===== src/design/lkv_pkg.sv =====
// Shared types and codes for the linear key-value table.
// No dependencies.
`timescale 1ns / 1ps

package lkv_pkg;

  localparam int FUNC_W     = 2;
  localparam int STATUS_W   = 2;
  localparam int KEY_W      = 32;
  localparam int VAL_PORT_W = 32;
  localparam int COUNT_W    = 7;

  localparam logic [COUNT_W-1:0] CAP_RESET = 7'd64;

  localparam logic [FUNC_W-1:0] FUNC_INSERT = 2'd0;
  localparam logic [FUNC_W-1:0] FUNC_LOOKUP = 2'd1;
  localparam logic [FUNC_W-1:0] FUNC_DELETE = 2'd2;

  localparam logic [STATUS_W-1:0] ST_OK   = 2'd0;
  localparam logic [STATUS_W-1:0] ST_MISS = 2'd1;
  localparam logic [STATUS_W-1:0] ST_FULL = 2'd2;

endpackage


===== src/design/linear_key_value_table.sv =====
// Linear key-value table: packed, unsorted entries in one synchronous RAM.
// Depends on lkv_pkg.
`timescale 1ns / 1ps

// Usage
//   Request channel in_valid/in_ready carries func, key and value_in.
//   Result channel out_valid/out_ready carries status, value_out and
//   entry_count (the count after the operation). One result per request.
//   Load capacity_limit via capacity_limit_we only while idle; not enforced.
// Timing
//   One request at a time. Every request scans the RAM one entry a cycle
//   through its single read port until the key is found or all entries are
//   checked. A delete that hits then moves each later entry down one place,
//   one read and one write a cycle.
// Reset
//   rst clears the count to zero, the capacity to 64 and the result valid.
//   RAM contents are not cleared; only positions below the count are read.
// Stall
//   The result register holds while out_ready is low. The block takes the
//   next request meanwhile but finishes it only once the register is free.
module linear_key_value_table #(
  parameter int DEPTH       = 64,
  parameter int VALUE_WIDTH = 32
) (
  input  logic                           clk,
  input  logic                           rst,
  input  logic                           capacity_limit_we,
  input  logic [lkv_pkg::COUNT_W-1:0]    capacity_limit,
  input  logic                           in_valid,
  output logic                           in_ready,
  input  logic [lkv_pkg::FUNC_W-1:0]     func,
  input  logic signed [lkv_pkg::KEY_W-1:0] key,
  input  logic [lkv_pkg::VAL_PORT_W-1:0] value_in,
  output logic                           out_valid,
  input  logic                           out_ready,
  output logic [lkv_pkg::STATUS_W-1:0]   status,
  output logic [lkv_pkg::VAL_PORT_W-1:0] value_out,
  output logic [lkv_pkg::COUNT_W-1:0]    entry_count
);
  import lkv_pkg::*;

  localparam int AW   = (DEPTH > 1) ? $clog2(DEPTH) : 1;
  localparam int CW   = $clog2(DEPTH + 1);
  localparam int CMPW = (CW > COUNT_W) ? CW : COUNT_W;
  localparam int EW   = KEY_W + VALUE_WIDTH;

  typedef enum logic [3:0] {
    S_IDLE  = 4'b0001,
    S_SCAN  = 4'b0010,
    S_SHIFT = 4'b0100,
    S_RESP  = 4'b1000
  } state_t;

  state_t state, state_next;

  logic [EW-1:0] mem [DEPTH];
  logic [EW-1:0] rd_data;
  logic          rd_en, wr_en;
  logic [AW-1:0] rd_addr, wr_addr;
  logic [EW-1:0] wr_data;

  logic [COUNT_W-1:0] cap;
  logic [CW-1:0]      count, count_next;
  logic [CW-1:0]      ptr, ptr_next;      // next address to read
  logic [AW-1:0]      chk, chk_next;      // position held in rd_data
  logic               chk_ok, chk_ok_next;
  logic [AW-1:0]      dst, dst_next;      // shift write position

  logic [FUNC_W-1:0]      req_func;
  logic [KEY_W-1:0]       req_key;
  logic [VALUE_WIDTH-1:0] req_val;

  logic [STATUS_W-1:0]   res_status, res_status_next;
  logic [VAL_PORT_W-1:0] res_value, res_value_next;

  logic hit, full, out_free;

  assign in_ready = (state == S_IDLE);
  assign out_free = !out_valid || out_ready;
  assign hit      = chk_ok && (rd_data[VALUE_WIDTH +: KEY_W] == req_key);
  assign full     = (CMPW'(count) >= CMPW'(cap)) || (count >= CW'(DEPTH));

  // table RAM: one write port, one registered read port
  always_ff @(posedge clk) begin
    if (wr_en) begin
      mem[wr_addr] <= wr_data;
    end
    if (rd_en) begin
      rd_data <= mem[rd_addr];
    end
  end

  always_comb begin
    state_next      = state;
    ptr_next        = ptr;
    chk_next        = chk;
    chk_ok_next     = chk_ok;
    dst_next        = dst;
    count_next      = count;
    res_status_next = res_status;
    res_value_next  = res_value;
    rd_en           = 1'b0;
    rd_addr         = ptr[AW-1:0];
    wr_en           = 1'b0;
    wr_addr         = chk;
    wr_data         = {req_key, req_val};
    case (state)
      S_IDLE: begin
        if (in_valid) begin
          state_next  = S_SCAN;
          ptr_next    = '0;
          chk_ok_next = 1'b0;
        end
      end
      S_SCAN: begin
        if (hit) begin
          res_status_next = ST_OK;
          res_value_next  = '0;
          state_next      = S_RESP;
          case (req_func)
            FUNC_INSERT: begin
              wr_en   = 1'b1;
              wr_addr = chk;
            end
            FUNC_LOOKUP: begin
              res_value_next = VAL_PORT_W'(rd_data[VALUE_WIDTH-1:0]);
            end
            FUNC_DELETE: begin
              dst_next    = chk;
              ptr_next    = CW'(chk) + CW'(1);
              chk_ok_next = 1'b0;
              state_next  = S_SHIFT;
            end
            default: begin
              res_status_next = ST_MISS;
            end
          endcase
        end else if (!chk_ok && ptr >= count) begin
          // whole table checked, no match
          res_value_next = '0;
          state_next     = S_RESP;
          if (req_func == FUNC_INSERT) begin
            if (full) begin
              res_status_next = ST_FULL;
            end else begin
              wr_en           = 1'b1;
              wr_addr         = count[AW-1:0];
              count_next      = count + CW'(1);
              res_status_next = ST_OK;
            end
          end else begin
            res_status_next = ST_MISS;
          end
        end else begin
          rd_en       = (ptr < count);
          chk_next    = ptr[AW-1:0];
          chk_ok_next = (ptr < count);
          if (ptr < count) begin
            ptr_next = ptr + CW'(1);
          end
        end
      end
      S_SHIFT: begin
        // read ptr while writing the entry read last cycle one place down
        if (chk_ok) begin
          wr_en    = 1'b1;
          wr_addr  = dst;
          wr_data  = rd_data;
          dst_next = dst + AW'(1);
        end
        if (ptr < count) begin
          rd_en       = 1'b1;
          ptr_next    = ptr + CW'(1);
          chk_ok_next = 1'b1;
        end else begin
          chk_ok_next = 1'b0;
        end
        if (!chk_ok && ptr >= count) begin
          count_next = count - CW'(1);
          state_next = S_RESP;
        end
      end
      S_RESP: begin
        if (out_free) begin
          state_next = S_IDLE;
        end
      end
      default: begin
        state_next = S_IDLE;
      end
    endcase
  end

  always_ff @(posedge clk) begin
    if (rst) begin
      state     <= S_IDLE;
      count     <= '0;
      cap       <= CAP_RESET;
      chk_ok    <= 1'b0;
      out_valid <= 1'b0;
    end else begin
      state  <= state_next;
      count  <= count_next;
      chk_ok <= chk_ok_next;
      if (capacity_limit_we) begin
        cap <= capacity_limit;
      end
      if (state == S_RESP && out_free) begin
        out_valid <= 1'b1;
      end else if (out_ready) begin
        out_valid <= 1'b0;
      end
    end
  end

  always_ff @(posedge clk) begin
    ptr        <= ptr_next;
    chk        <= chk_next;
    dst        <= dst_next;
    res_status <= res_status_next;
    res_value  <= res_value_next;
    if (in_valid && in_ready) begin
      req_func <= func;
      req_key  <= $unsigned(key);
      req_val  <= VALUE_WIDTH'(value_in);
    end
    if (state == S_RESP && out_free) begin
      status      <= res_status;
      value_out   <= res_value;
      entry_count <= COUNT_W'(count);
    end
  end

endmodule


===== config.mk =====
export PLATFORM = sky130hd
export DESIGN_NAME = linear_key_value_table
export DESIGN_NICKNAME = d
export VERILOG_FILES = /design/src/design/lkv_pkg.sv /design/src/design/linear_key_value_table.sv
export SDC_FILE = /design/constraint.sdc
export NUM_CORES = 2
export LEC_CHECK = 0
export ABC_CLOCK_PERIOD_IN_PS = 13600
export BUFFER_PORTS_ARGS = -buffer_cell sky130_fd_sc_hd__buf_4
export CELL_PAD_IN_SITES_DETAIL_PLACEMENT = 1
export CELL_PAD_IN_SITES_GLOBAL_PLACEMENT = 1
export CORE_MARGIN = 2
export CORE_UTILIZATION = 50
export CTS_CLUSTER_SIZE = 8
export DETAILED_ROUTE_END_ITERATION = 10
export PLACE_DENSITY_LB_ADDON = 0.1
export SLEW_MARGIN = 10
export SYNTH_ARGS = -nofsm -noshare
export SYNTH_HDL_FRONTEND = slang
export SYNTH_SLANG_ARGS = --single-unit

===== constraint.sdc =====
create_clock -name clk -period 13.6 [get_ports clk]
set_input_delay 1.36 -clock clk [delete_from_list [all_inputs] [get_ports clk]]
set_output_delay 1.36 -clock clk [all_outputs]
set_load 0.02 [all_outputs]

==> results.md <==
Run status:
- The run finished with clean final reports.

Worst setup path:
- The cell repeated most along the worst path is sky130_fd_sc_hd__nand3_1.
- The worst setup path is captured at a register.
- In this design, the stage delay of the slowest critical-path cell is 1.19 ns.
- Of all nets on the critical path, the largest fanout is 41.
- The signal on the critical path passes through xnor2_1 -> nand4_1 -> nor4_4 -> nand3_1 -> o21ai_1 -> o2bb2ai_1 -> nand3_1 -> nor2_4 -> buf_4.
- The required time of the critical path is 14.23 ns.
- The worst setup path is launched from a register.
- The slowest stage of the critical path belongs to the cell sky130_fd_sc_hd__nor2_4.
- The critical path arrival is 7.55 ns.
- The setup path with the least slack is of type reg2reg.

Cells and area:
- Of the cells placed in the final design, the portion with a size suffix greater than 1 is 0.348.
- The filler cells instantiated in the layout total 26000.
- The growth of design area from synthesis to finish is 14.4%.
- After the last flow step, the layout net total stands at 7221.
- The final cell count without fillers is 11600.
- The final cell area excluding filler cells is 189000 µm².

Clock tree:
- The maximum root-to-sink buffer count is 4.
- The number of setup buffers added after CTS is 0.
- Counting every sink on the clock net gives 4340.
- The number of instances resized during post-cts repair is 0.
- The total CTS buffers is 613.
- The clock tree from TritonCTS is yes.
- The number of hold buffers added after cts is 0.
- The H-tree depth reported by CTS is 6.
- The clock reaches the later pin of the worst-skew pair after 1.04 ns.
- The post-CTS clock slew at the launch and capture registers of the worst setup and hold paths is 0.05 ns.
- The tree is rooted in a sky130_fd_sc_hd__clkbuf_16.

Synthesis:
- Synthesis instantiated 54 different standard cells from the library.
- Summed over all instances, the cell type with the most area after synthesis is sky130_fd_sc_hd__edfxtp_1.
- Each instance of the synthesized netlist takes up on average 25.4 µm².
- The synthesized netlist cell count is 6494.
- The top cell type's share of synthesized area is 0.786.
- The commonest cells after synthesis are sky130_fd_sc_hd__edfxtp_1 (4320), sky130_fd_sc_hd__mux4_2 (1344), sky130_fd_sc_hd__clkbuf_1 (183).
- The most common flop cell mapped by yosys is sky130_fd_sc_hd__edfxtp_1.
- The synthesized area is 165000 µm².
- The number of flops mapped to enable cells by yosys is 4320.
- Yosys attributes the largest share of cell area to sky130_fd_sc_hd__edfxtp_1 (79%), sky130_fd_sc_hd__mux4_2 (18%), sky130_fd_sc_hd__mux2_2 (0.44%), sky130_fd_sc_hd__clkbuf_1 (0.42%), sky130_fd_sc_hd__buf_2 (0.32%).
- sky130_fd_sc_hd__edfxtp_1 is the most common cell in the netlist.
- The share of synthesized area occupied by flip-flops and latches is 0.788.
- The async set-or-reset flop fraction in the synthesized netlist is 0.
- The synthesis warning total is 0.
- The number of nets handed over by synthesis was 6595.
- The flip-flop and latch count after synthesis is 4340.

Global route:
- Entering global routing, the biggest net connects 132 pins.
- The initial antenna violation count is 28.
- The total grt overflow is 0.
- The number of global-route vias before repair is 81000.
- The overall fraction of global-route tracks in use is 0.286.
- The wire length of the first global-routing pass is 660000 µm.

Floorplan:
- 121 I/O pins were placed.
- The core region is 328000 µm².
- The horizontal die dimension is 579 µm.
- The die extent in y is 579 µm.
- The site row count is 210.
- The effective utilization at floorplan is 0.503.
- The floorplan step defined a die boundary enclosing 335000 µm².

Placement:
- The post-place instance area is 172000 µm².
- The number of buffer cells added on primary ports is 120.
- The number of placed instances with taps included is 10900.
- The placed wire-length estimate after detailed placement is 245000 µm.
- Routability-driven placement finished with a final weighted congestion of 0.780.

Route:
- The residual DRC count is 0.
- The pre-antenna-repair detailed-routing pass consisted of 5 iterations.
- The number of vias after detailed routing is 77400.
- The total routed wirelength is 473000 µm.
- The routed via count divided by cell count is 6.70.
- The detail route stage leaves a number of antenna-violating nets equal to 0.
- In the final routed layout, each cell accounts on average for 40.9 µm.
- The number of violations reported at the end of detailed-routing iteration 0 is 10300.

Power and ir drop:
- Of the total power, the clock network draws 0.352.
- Of the total power, the share spent switching nets is 0.274.
- The standby leakage power is 58.2 nW.
- The combinational fraction of design power is 0.237.
- The total internal power is 27.9 mW.
- The maximum vdd drop is 0.155 mV.
- Dividing total power by cell area gives a power density of 203 nW/µm².
- Summed over all nets, the switching power comes to 10.5 mW.
- The power share of the sequential group is 0.411.

Timing:
- The number of pins exceeding their max-slew limit in the final report is 0.
- The maximum clock frequency is 145 MHz.
- Of the available clock period, the critical path in the final layout requires 0.509.
- The shortest clock period the worst path allows after layout is 6.92 ns.
- Setup violations remaining at the end of the flow were counted as 0.
- The final number of hold-violating endpoints is 0.
- After routing, the total negative slack on setup checks comes to 0 ns.
- Clock skew on the completed layout was measured at 0.0523 ns.
- Setup repair after global routing left no endpoint under its margin.
- The slew of the pin with the lowest slew margin is 1.34 ns.
- The worst pin sits at a relative slew slack of 0.105.

Run:
- The tool flagged a number of max-cap violations equal to 0.

Hold path:
- The type of the worst min-delay path is reg2reg.
[per-layer routing]
layer	track usage	wire length, µm	share of wire	up-vias
met2	0.457	229000	0.49	4014
met3	0.0469	39900	0.084	654
met5	0	55	0.00012	-
li1	-	-	-	29400
met4	0.0755	12400	0.026	8
met1	0.415	191000	0.40	43400
[cell families (layout without fill, tap and decap cells)]
group	count (synthesis)	count (layout)	share of synthesized area
XOR/XNOR	50	50	0.00265
adder cells (fa/ha/maj)	24	24	0.00185
AO/OA/AOI/OAI	72	72	0.00290
flip-flops	4340	4340	0.788
AND/OR/NAND/NOR	235	235	0.00681
other	0	18	0
multiplexers	1424	1424	0.189
buffers and inverters	349	1044	0.00897
[final cells by class]
type | count | area [µm²] | share of cell area
Inverter | 21 | 83.8 | 0.000444
Sequential cell | 4340 | 130000 | 0.689
Multi-Input combinational cell | 1805 | 34100 | 0.180
Tap cell | 4346 | 5440 | 0.0288
Timing Repair Buffer | 339 | 2720 | 0.0144
Clock buffer | 633 | 15600 | 0.0825
Clock inverter | 51 | 828 | 0.00439
Antenna cell | 18 | 45.0 | 0.000238
[power groups by stage]
stage	combinational (mW)	clock, mW	sequential, mW
floorplan	6.30	0	16.0
global placement	9.09	0	16.0
detailed placement	9.22	0	16.0
CTS	9.25	13.7	15.8
global route	9.60	14.2	15.8
finish	9.11	13.5	15.8
[worst max-delay path: cells and delay by family (launching register included)]
kind / cells / cell delay, ns
AOI/OAI and AO/OA: 2 / 0.60
xor gates and xnor gates: 1 / 0.53
buffers and inverters: 1 / 1.03
DFF: 1 / 0.40
and+or+nand+nor: 5 / 3.86
[final timing paths]
check,end,from,slack [ns],cells after the start
setup / recovery,mem[3][15],rd_data[39],6.68,9
hold / removal,value_out[23],res_value[23],0.41,0
setup reg to reg,mem[3][15],rd_data[39],6.68,9
hold reg to reg,value_out[23],res_value[23],0.41,0
[placed cells by master, fill, tap and decap left out, drive strengths merged, types with 3 or more instances in the layout]
cell type,n
a21o,5
and2,35
xor2,13
nand3,14
o211ai,3
dfxtp,20
ha,22
inv,48
a21oi,20
o22ai,6
o21ai,14
or3,7
nand2b,4
clkinv,22
nor2b,6
nand3b,5
buf,339
xnor2,37
diode,18
edfxtp,4320
clkbuf,633
nor2,105
nand2,38
mux2i,15
mux2,65
a211oi,3
mux4,1344
nor3,3
a211o,3
nand4,10
[flip-flops by register name (all words and copies together) (netlist names), 4 cells and up]
name         count
res_value       32
entry_count      7
rd_data         64
state            4
count            7
chk              6
dst              6
req_val         32
cap              7
value_out       32
req_key         32
ptr              7
mem           4096
[stage by stage]
stage               setup slack (ns)  power (mW)   util  hold slack [ns]
finish                          6.68        38.4  0.576            0.409
global route                    6.35        39.6  0.576            0.419
CTS                             6.45        38.7  0.576            0.412
detailed placement              6.44        25.3  0.526            0.405
global placement                5.99        25.1  0.526            0.400
floorplan                       7.26        22.3      -            0.400
Power figures use the tool's default switching activity.
